[src/design/kvat_pkg.sv]
// kvat_pkg: shared types, codes and sizes for the key/value accumulate table
// used by every module of the block but kvat_ram; no dependencies
`default_nettype none

package kvat_pkg;

    // field widths of the stream beats
    localparam int KEY_W       = 32;
    localparam int VALUE_W     = 32;
    localparam int CMD_W       = 2;
    localparam int STATUS_W    = 2;
    localparam int COUNT_OUT_W = 5;

    // default table size
    localparam int CAPACITY_DEF = 16;

    // packed beat widths, padded to whole bytes
    localparam int IN_FIELDS_W  = CMD_W + KEY_W + VALUE_W;
    localparam int OUT_FIELDS_W = STATUS_W + VALUE_W + COUNT_OUT_W;
    localparam int IN_TDATA_W   = ((IN_FIELDS_W + 7) / 8) * 8;
    localparam int OUT_TDATA_W  = ((OUT_FIELDS_W + 7) / 8) * 8;

    // request commands
    typedef enum logic [CMD_W-1:0] {
        CMD_INSERT = 2'd0,
        CMD_ACCUM  = 2'd1,
        CMD_LOOKUP = 2'd2,
        CMD_REMOVE = 2'd3
    } cmd_code_t;

    // result status codes
    typedef enum logic [STATUS_W-1:0] {
        STS_OK      = 2'd0,
        STS_MISSING = 2'd1,
        STS_FULL    = 2'd2
    } status_code_t;

    // controller to datapath commands
    typedef struct packed {
        logic load;    // capture the request beat
        logic match;   // compare keys, read value memory
        logic commit;  // update table, load result register
    } dp_ctl_t;

endpackage : kvat_pkg

`default_nettype wire

[src/design/kvat_ram.sv]
// kvat_ram: generic single-write, single-read memory with registered read
// no dependencies
`default_nettype none

module kvat_ram #(
    parameter int WIDTH = 32,
    parameter int DEPTH = 16
) (
    input  wire logic                     clk,
    input  wire logic                     wr_en,
    input  wire logic [$clog2(DEPTH)-1:0] wr_addr,
    input  wire logic [WIDTH-1:0]         wr_data,
    input  wire logic                     rd_en,
    input  wire logic [$clog2(DEPTH)-1:0] rd_addr,
    output logic      [WIDTH-1:0]         rd_data
);

    logic [WIDTH-1:0] mem_reg [DEPTH];
    logic [WIDTH-1:0] rd_data_reg;

    // write port
    always_ff @(posedge clk)
    begin
        if (wr_en)
        begin
            mem_reg[wr_addr] <= wr_data;
        end
    end

    // registered read port
    always_ff @(posedge clk)
    begin
        if (rd_en)
        begin
            rd_data_reg <= mem_reg[rd_addr];
        end
    end

    assign rd_data = rd_data_reg;

endmodule : kvat_ram

`default_nettype wire

[src/design/kvat_ctrl.sv]
// kvat_ctrl: request sequencer and stream handshake for the key/value table
// depends on kvat_pkg
`default_nettype none

module kvat_ctrl
    import kvat_pkg::*;
(
    input  wire logic clk,
    input  wire logic rst_n,
    input  wire logic s_tvalid,
    output logic      s_tready,
    output logic      m_tvalid,
    input  wire logic m_tready,
    output dp_ctl_t   ctl
);

    typedef enum logic [2:0] {
        ST_IDLE  = 3'b001,
        ST_MATCH = 3'b010,
        ST_WRITE = 3'b100
    } state_t;

    state_t state_reg, state_next;
    logic   out_valid_reg, out_valid_next;
    logic   out_free;

    // result register can take a new beat
    assign out_free = !out_valid_reg || m_tready;

    // handshake and datapath commands
    always_comb
    begin
        s_tready = 1'b0;
        unique case (state_reg)
            ST_IDLE:  s_tready = 1'b1;
            ST_MATCH: s_tready = 1'b0;
            ST_WRITE: s_tready = out_free;
            default:  s_tready = 1'b0;
        endcase
    end

    assign ctl.load   = s_tvalid && s_tready;
    assign ctl.match  = (state_reg == ST_MATCH);
    assign ctl.commit = (state_reg == ST_WRITE) && out_free;
    assign m_tvalid   = out_valid_reg;

    // next state
    always_comb
    begin
        state_next = state_reg;
        unique case (state_reg)
            ST_IDLE:
            begin
                if (ctl.load)
                begin
                    state_next = ST_MATCH;
                end
            end
            ST_MATCH:
            begin
                state_next = ST_WRITE;
            end
            ST_WRITE:
            begin
                if (ctl.commit)
                begin
                    state_next = ctl.load ? ST_MATCH : ST_IDLE;
                end
            end
            default:
            begin
                state_next = ST_IDLE;
            end
        endcase
    end

    // result beat valid
    always_comb
    begin
        if (ctl.commit)
        begin
            out_valid_next = 1'b1;
        end
        else if (m_tready)
        begin
            out_valid_next = 1'b0;
        end
        else
        begin
            out_valid_next = out_valid_reg;
        end
    end

    always_ff @(posedge clk or negedge rst_n)
    begin
        if (!rst_n)
        begin
            state_reg     <= ST_IDLE;
            out_valid_reg <= 1'b0;
        end
        else
        begin
            state_reg     <= state_next;
            out_valid_reg <= out_valid_next;
        end
    end

    // no new beat while keys are being compared
    a_no_accept_in_match: assert property (@(posedge clk) disable iff (!rst_n)
        (state_reg == ST_MATCH) |-> !s_tready)
        else $error("request accepted during key compare");

    // a commit always leaves a result beat pending
    a_commit_sets_valid: assert property (@(posedge clk) disable iff (!rst_n)
        ctl.commit |=> out_valid_reg)
        else $error("commit did not raise result valid");

    // table update stage is only reached from the compare stage or itself
    a_write_follows_match: assert property (@(posedge clk) disable iff (!rst_n)
        (state_reg == ST_WRITE) |->
            ($past(state_reg) == ST_MATCH || $past(state_reg) == ST_WRITE))
        else $error("update stage entered without compare");

endmodule : kvat_ctrl

`default_nettype wire

[src/design/kvat_datapath.sv]
// kvat_datapath: key compare array, valid bits, live count, value memory
// and result register; depends on kvat_pkg and kvat_ram
`default_nettype none

module kvat_datapath
    import kvat_pkg::*;
#(
    parameter int CAPACITY = CAPACITY_DEF
) (
    input  wire logic                       clk,
    input  wire logic                       rst_n,
    input  wire dp_ctl_t                    ctl,
    input  wire logic      [CMD_W-1:0]      command,
    input  wire logic      [KEY_W-1:0]      key,
    input  wire logic      [VALUE_W-1:0]    value_in,
    output logic           [STATUS_W-1:0]   status,
    output logic           [VALUE_W-1:0]    value_out,
    output logic           [COUNT_OUT_W-1:0] entry_count
);

    localparam int IDX_W = $clog2(CAPACITY);
    localparam int CNT_W = $clog2(CAPACITY + 1);

    // request registers
    cmd_code_t          cmd_reg;
    logic [KEY_W-1:0]   key_reg;
    logic [VALUE_W-1:0] val_reg;

    // table state
    logic [KEY_W-1:0]    keys_reg [CAPACITY];
    logic [CAPACITY-1:0] valid_reg, valid_next;
    logic [CNT_W-1:0]    count_reg, count_next;

    // compare stage results
    logic                hit, hit_reg;
    logic [IDX_W-1:0]    hit_idx, hit_idx_reg;
    logic [IDX_W-1:0]    free_idx, free_idx_reg;
    logic                full, full_reg;

    // update stage
    logic [VALUE_W-1:0]  rd_data;
    logic                wr_en;
    logic [IDX_W-1:0]    wr_addr;
    logic [VALUE_W-1:0]  wr_data;
    logic                add_new;
    status_code_t        status_next;
    logic [VALUE_W-1:0]  value_out_next;

    // result registers
    logic [STATUS_W-1:0]    status_reg;
    logic [VALUE_W-1:0]     value_out_reg;
    logic [COUNT_OUT_W-1:0] count_out_reg;

    // capture request beat
    always_ff @(posedge clk)
    begin
        if (ctl.load)
        begin
            cmd_reg <= cmd_code_t'(command);
            key_reg <= key;
            val_reg <= value_in;
        end
    end

    // parallel key compare; a key lives in at most one entry
    always_comb
    begin
        hit_idx = '0;
        hit     = 1'b0;
        for (int i = 0; i < CAPACITY; i++)
        begin
            if (valid_reg[i] && (keys_reg[i] == key_reg))
            begin
                hit     = 1'b1;
                hit_idx = hit_idx | IDX_W'(i);
            end
        end
    end

    // lowest free entry
    always_comb
    begin
        free_idx = '0;
        for (int i = CAPACITY - 1; i >= 0; i--)
        begin
            if (!valid_reg[i])
            begin
                free_idx = IDX_W'(i);
            end
        end
    end

    assign full = &valid_reg;

    always_ff @(posedge clk)
    begin
        if (ctl.match)
        begin
            hit_reg      <= hit;
            hit_idx_reg  <= hit_idx;
            free_idx_reg <= free_idx;
            full_reg     <= full;
        end
    end

    // value memory, read at the hit entry during compare
    kvat_ram #(
        .WIDTH (VALUE_W),
        .DEPTH (CAPACITY)
    ) u_value_ram (
        .clk     (clk),
        .wr_en   (wr_en),
        .wr_addr (wr_addr),
        .wr_data (wr_data),
        .rd_en   (ctl.match),
        .rd_addr (hit_idx),
        .rd_data (rd_data)
    );

    // table update and result
    always_comb
    begin
        wr_en          = 1'b0;
        wr_addr        = hit_reg ? hit_idx_reg : free_idx_reg;
        wr_data        = val_reg;
        add_new        = 1'b0;
        valid_next     = valid_reg;
        count_next     = count_reg;
        status_next    = STS_OK;
        value_out_next = '0;
        case (cmd_reg)
            CMD_INSERT, CMD_ACCUM:
            begin
                if (hit_reg)
                begin
                    wr_en = ctl.commit;
                    if (cmd_reg == CMD_ACCUM)
                    begin
                        wr_data = rd_data + val_reg;
                    end
                end
                else if (full_reg)
                begin
                    status_next = STS_FULL;
                end
                else
                begin
                    wr_en                    = ctl.commit;
                    add_new                  = 1'b1;
                    valid_next[free_idx_reg] = 1'b1;
                    count_next               = count_reg + CNT_W'(1);
                end
            end
            CMD_LOOKUP:
            begin
                if (hit_reg)
                begin
                    value_out_next = rd_data;
                end
                else
                begin
                    status_next = STS_MISSING;
                end
            end
            default:
            begin
                if (hit_reg)
                begin
                    valid_next[hit_idx_reg] = 1'b0;
                    count_next              = count_reg - CNT_W'(1);
                end
            end
        endcase
    end

    // key array, written only when an entry is allocated
    always_ff @(posedge clk)
    begin
        if (ctl.commit && add_new)
        begin
            keys_reg[free_idx_reg] <= key_reg;
        end
    end

    always_ff @(posedge clk or negedge rst_n)
    begin
        if (!rst_n)
        begin
            valid_reg <= '0;
            count_reg <= '0;
        end
        else if (ctl.commit)
        begin
            valid_reg <= valid_next;
            count_reg <= count_next;
        end
    end

    // result register
    always_ff @(posedge clk)
    begin
        if (ctl.commit)
        begin
            status_reg    <= status_next;
            value_out_reg <= value_out_next;
            count_out_reg <= COUNT_OUT_W'(count_next);
        end
    end

    assign status      = status_reg;
    assign value_out   = value_out_reg;
    assign entry_count = count_out_reg;

    // live count tracks the valid bits
    a_count_matches_valid: assert property (@(posedge clk) disable iff (!rst_n)
        count_reg == CNT_W'($countones(valid_reg)))
        else $error("live count disagrees with valid bits");

    // count never exceeds table size
    a_count_bounded: assert property (@(posedge clk) disable iff (!rst_n)
        32'(count_reg) <= 32'(CAPACITY))
        else $error("live count above capacity");

    // table full is only reported with every entry in use
    a_full_only_when_full: assert property (@(posedge clk) disable iff (!rst_n)
        ($past(ctl.commit) && (status_reg == STS_FULL)) |-> (&valid_reg))
        else $error("table full reported with a free entry");

endmodule : kvat_datapath

`default_nettype wire

[src/design/key_value_accumulate_table.sv]
// key_value_accumulate_table: bounded key/value table with insert, accumulate,
// lookup and remove; one result beat per request beat.
// result: beat valid after the key compare stage and the update stage; the update
// waits while the previous result beat is still held. A new request is taken during
// the read-modify-write on the value memory, but not during the key compare
// reset: all entries invalid and live count zero at once; no clearing pass
`default_nettype none

module key_value_accumulate_table
    import kvat_pkg::*;
#(
    parameter int CAPACITY = CAPACITY_DEF
) (
    input  wire logic                   clk,
    input  wire logic                   rst_n,
    input  wire logic                   s_tvalid,
    output logic                        s_tready,
    input  wire logic [IN_TDATA_W-1:0]  s_tdata,   // command, key, value_in, zero pad
    output logic                        m_tvalid,
    input  wire logic                   m_tready,
    output logic      [OUT_TDATA_W-1:0] m_tdata    // status, value_out, entry_count, zero pad
);

    localparam int OUT_PAD_W = OUT_TDATA_W - OUT_FIELDS_W;

    dp_ctl_t                ctl;
    logic [STATUS_W-1:0]    status;
    logic [VALUE_W-1:0]     value_out;
    logic [COUNT_OUT_W-1:0] entry_count;

    // sequencer
    kvat_ctrl u_ctrl (
        .clk      (clk),
        .rst_n    (rst_n),
        .s_tvalid (s_tvalid),
        .s_tready (s_tready),
        .m_tvalid (m_tvalid),
        .m_tready (m_tready),
        .ctl      (ctl)
    );

    // table datapath
    kvat_datapath #(
        .CAPACITY (CAPACITY)
    ) u_datapath (
        .clk         (clk),
        .rst_n       (rst_n),
        .ctl         (ctl),
        .command     (s_tdata[CMD_W-1:0]),
        .key         (s_tdata[CMD_W+KEY_W-1:CMD_W]),
        .value_in    (s_tdata[IN_FIELDS_W-1:CMD_W+KEY_W]),
        .status      (status),
        .value_out   (value_out),
        .entry_count (entry_count)
    );

    // pack result beat
    assign m_tdata = {{OUT_PAD_W{1'b0}}, entry_count, value_out, status};

endmodule : key_value_accumulate_table

`default_nettype wire

[config.mk]
export PLATFORM = sky130hd
export DESIGN_NAME = key_value_accumulate_table
export DESIGN_NICKNAME = d
export VERILOG_FILES = /design/src/design/kvat_pkg.sv /design/src/design/kvat_ram.sv /design/src/design/kvat_ctrl.sv /design/src/design/kvat_datapath.sv /design/src/design/key_value_accumulate_table.sv
export SDC_FILE = /design/constraint.sdc
export NUM_CORES = 2
export LEC_CHECK = 0
export BUFFER_PORTS_ARGS = -buffer_cell sky130_fd_sc_hd__buf_2
export CAP_MARGIN = 20
export CORE_ASPECT_RATIO = 1.5
export CORE_MARGIN = 2
export CORE_UTILIZATION = 56
export CTS_CLUSTER_DIAMETER = 40
export DETAILED_ROUTE_END_ITERATION = 8
export PLACE_DENSITY_LB_ADDON = 0.15
export SLEW_MARGIN = 20
export SYNTH_ARGS = -nofsm -noshare
export SYNTH_HDL_FRONTEND = slang
export SYNTH_HIERARCHICAL = 1
export SYNTH_SLANG_ARGS = --single-unit
[constraint.sdc]
create_clock -name clk -period 5.7 [get_ports clk]
set_clock_uncertainty 0.1 [all_clocks]
set_input_delay 0.285 -clock clk [delete_from_list [all_inputs] [get_ports clk]]
set_output_delay 0.285 -clock clk [all_outputs]
set_load 0.1 [all_outputs]
==> summary.md <==
| Metric | Value |
|---|---|
| # clock sinks | `about 1200` |
| PortBufs | `between 100 and 150` |
| GRT Util Overall | `0.2704` |
| Commonest non-fill, non-tap cell in the layout | `edfxtp_1` |
| CP required | `6050 ps` |
| Crit-path cells | `buf_4, xnor2_1, nand4_1, nor4_1, nand4_1, o41ai_1, nor3b_1, nand4b_1, buf_4, buf_12, mux4_2, a22oi_1, nand2_1` |
| Clock transition at path regs | `60 ps` |
| Fmax | `~0.21 GHz` |
| Global-route wire length before repair | `approximately 170000 um` |
| Primary FF master, synth | `edfxtp_1` |
| Setup crit end | `u_datapath/u_value_ram/rd_data[22]$_DFFE_PP_` |
| Crit-path leading delay family | `simple AND/OR/NAND/NOR gates` |
| Final Cycle Share | `0.8496` |
| CP Launch Type | `register` |
| Hpwl dp | `approximately 73000 um` |
| Synthesis Warnings | `6` |
| Initial DRC Count | `2392` |
| Routed Antenna Nets | `0` |
| CTS root buf | `clkbuf_16` |
| R2R setup slack | `roughly 860 ps` |
| P_int | `between 15 and 20 mW` |
| Type of the worst setup path | `reg2reg` |
| Leakage power | `18.17 nW` |
| CTS tree | `yes` |
| Num rows | `about 130` |
| Area grow syn2layout | `16.16%` |
| FF+latch count, synth | `approximately 1200` |
| Commonest cells after routing, fill and taps aside | `1171 x edfxtp_1, 421 x xnor2_1, 128 x mux4_2` |
| Htree depth | `3` |
| Post-synth ARST share | `0.02090` |
| Sw frac | `0.2641` |
| CP Launch Point | `u_datapath/key_reg[21]$_DFFE_PP_` |
| Post-DR wirelength/cell | `approximately 28 um` |
| RSZ-0062 raised after global routing | `no` |
| Type of the worst min-delay path | `in2async` |
| Final Wtd Congestion | `approximately 0.89` |
| CTS resizes | `0` |
| Status | `completed` |
| Starting Density | `0.5651` |
| Critical path depth | `13` |
| Share of cells above drive strength 1 | `0.2021` |
| Min cycle time layout | `just under 5000 ps` |
| Max Cap Viol | `0` |
| Net Count, Synth | `~2900` |
| Hold_ws | `slightly below 70 ps` |
| Clock share of power | `0.374` |
| Num CTS Buffers | `between 100 and 150` |
| Register area share after synthesis | `0.7333` |
| 1st-pass router iterations | `5` |
| Core area | `86380 sq um` |
| EDFF count, synth | `between 1000 and 1500` |
| Vias in the first global route | `26890` |
| R2r endpoint | `u_datapath/u_value_ram/rd_data[22]$_DFFE_PP_` |
| Relative slew slack | `0.2484` |
| CP max FO | `43` |
| Initial antenna violation count | `0` |
| Antenna fix cells | `0` |
| WP buf/inv | `3` |
| Post-synthesis cell count | `about 2800` |
| Final setup fails | `0` |
| Sequential fraction of design power | `0.484` |
| Die ar. | `89580 sq um` |
| Combinational power share | `0.142` |
| Layout Nets | `between 3000 and 4000` |
| Congestion Overflow GR | `0` |
| Die W | `~250 um` |
| Arrival time worst endpoint | `~5200 ps` |
| Avg Inst Size Synth | `between 15 and 20 sq um` |
| Critical Path Max Stage Delay | `between 800 and 900 ps` |
| Worst-case clock buffer depth | `3` |
| Fin. Hold Viols | `0` |
| CP max stage cell | `o41ai_1` |
| Vias per inst | `6.002` |
| Via count | `25930` |
| Netlist cell types | `71` |
| Synthesized cell area | `48810 sq um` |
| Crit end category | `register` |
| Max IR drop VDD | `approximately 0.34 mV` |
| Final wirelength | `approximately 120000 um` |
| Pin count of the biggest net entering global routing | `between 50 and 60` |
| R2R depth | `13` |
| Worst slew pin tran | `1125 ps` |
| Sw Pwr | `slightly below 6 mW` |
| Num ports | `118` |
| Drt drc | `0` |
| Die height | `between 300 and 400 um` |
| Max Slew Vio Count | `0` |
| Power Dens Cells | `just under 400 nW/um^2` |
| Reg2reg start | `u_datapath/key_reg[21]$_DFFE_PP_` |
| Setup TNS | `0 ps` |
| Worst skew pair latency | `between 700 and 800 ps` |
==> metrics by stage <==
stage | setup WS, ps | cells | area, sq um | total power [mW] | utilization
floorplan | 272.2 | 2754 | 48810 | 12.78 | -
global placement | 898.0 | 4018 | 51700 | 13.91 | 0.5986
detailed placement | 827.8 | 4021 | 51720 | 14.03 | 0.5988
CTS | 815.9 | 4319 | 56650 | 22.32 | 0.6558
global route | 685.0 | 4321 | 56690 | 22.89 | 0.6564
finish | 857.0 | 4321 | 56690 | 22.20 | 0.6564
==> power groups by stage <==
stage / registers, mW / clock network [mW] / logic, mW
after floorplan: 10.9 / 0 / 1.87
after global placement: 10.9 / 0 / 2.98
after detailed placement: 10.9 / 0 / 3.11
after CTS: 10.7 / 8.41 / 3.16
after global routing: 10.8 / 8.73 / 3.40
final: 10.7 / 8.29 / 3.16
==> layer usage <==
layer / part of all wire / global-route usage / up-vias
met5: 0 / 0 / -
met4: 0.041 / 0.1150 / 0
met3: 0.051 / 0.02710 / 227
met2: 0.53 / 0.4888 / 899
met1: 0.38 / 0.3313 / 13480
li1: - / - / 11320
==> timing repair <==
| item | 4_1_cts | 5_1_grt |
|---|---|---|
| setup buffers | 0 | 0 |
| setup endpoints to repair | 0 | 0 |
| hold endpoints to repair | 97 | 0 |
| hold buffers | 70 | 0 |
==> cells in the mapped netlist, types with 3 or more instances <==
library cell	n	area, sq um
mux2i_1	3	30.03
or2_2	4	25.02
nor3b_1	8	60.06
buf_1	12	45.04
o211ai_1	4	30.03
xnor2_1	422	3696
clkbuf_1	34	127.6
o21bai_1	3	22.52
mux4_2	128	2883
and2_1	36	225.2
a21oi_1	33	165.2
nand4_1	110	688.2
a21o_1	10	75.07
a31oi_1	6	37.54
buf_2	39	195.2
a211oi_1	5	37.54
and3_1	4	25.02
o31ai_1	6	45.04
nor3_1	24	120.1
ha_1	33	412.9
or3_1	6	37.54
buf_4	35	262.8
nor4_1	46	287.8
o21ai_0	41	205.2
nor2b_1	8	50.05
a21boi_0	3	22.52
edfxtp_1	1171	35160
or4_1	6	45.04
nand2_1	108	405.4
inv_1	18	67.56
a22oi_1	64	480.5
o41ai_1	8	70.07
nor2_1	58	217.7
o22a_1	8	70.07
o21a_1	5	37.54
nand3b_1	4	30.03
dfrtp_1	24	600.6
nand2b_1	9	56.30
o32a_1	3	30.03
nand3_1	36	180.2
xor2_1	120	1051
mux2_2	5	56.30
buf_6	8	90.09
==> layout make-up <==
cell class	instances	area [sq um]
fillers	5900	29680
inverters	18	67.56
clock inverters	93	1120
flip-flops and latches	1196	35790
well taps	1139	1425
repair buffers	328	2736
clock buffers	135	3102
multi-input cells	1412	12450
==> worst min-delay path by stage <==
stage	end	slack [ps]	cells past startpoint
after floorplan	u_ctrl/m_tvalid$_DFFE_PN0P_	-110	0
after global placement	u_datapath/count_reg[4]$_DFFE_PN0P_	250	1
after detailed placement	u_datapath/count_reg[4]$_DFFE_PN0P_	250	1
after CTS	u_datapath/count_reg[4]$_DFFE_PN0P_	60	2
after global routing	u_datapath/count_reg[4]$_DFFE_PN0P_	130	2
final	u_datapath/count_reg[4]$_DFFE_PN0P_	70	2
==> cells by family (layout without fill, tap and decap cells) <==
kind of cell	count (synthesis)	in the layout	synth area share
AO/OA/AOI/OAI	222	222	0.03125
XOR/XNOR	542	542	0.09726
adder cells (fa/ha/maj)	34	34	0.008870
buffers and inverters	146	574	0.01615
flip-flops	1196	1196	0.7333
multiplexers	136	136	0.06083
other	1	1	0.00007683
AND/OR/NAND/NOR	477	477	0.05227
No activity file was read; power rests on OpenSTA's default activity.
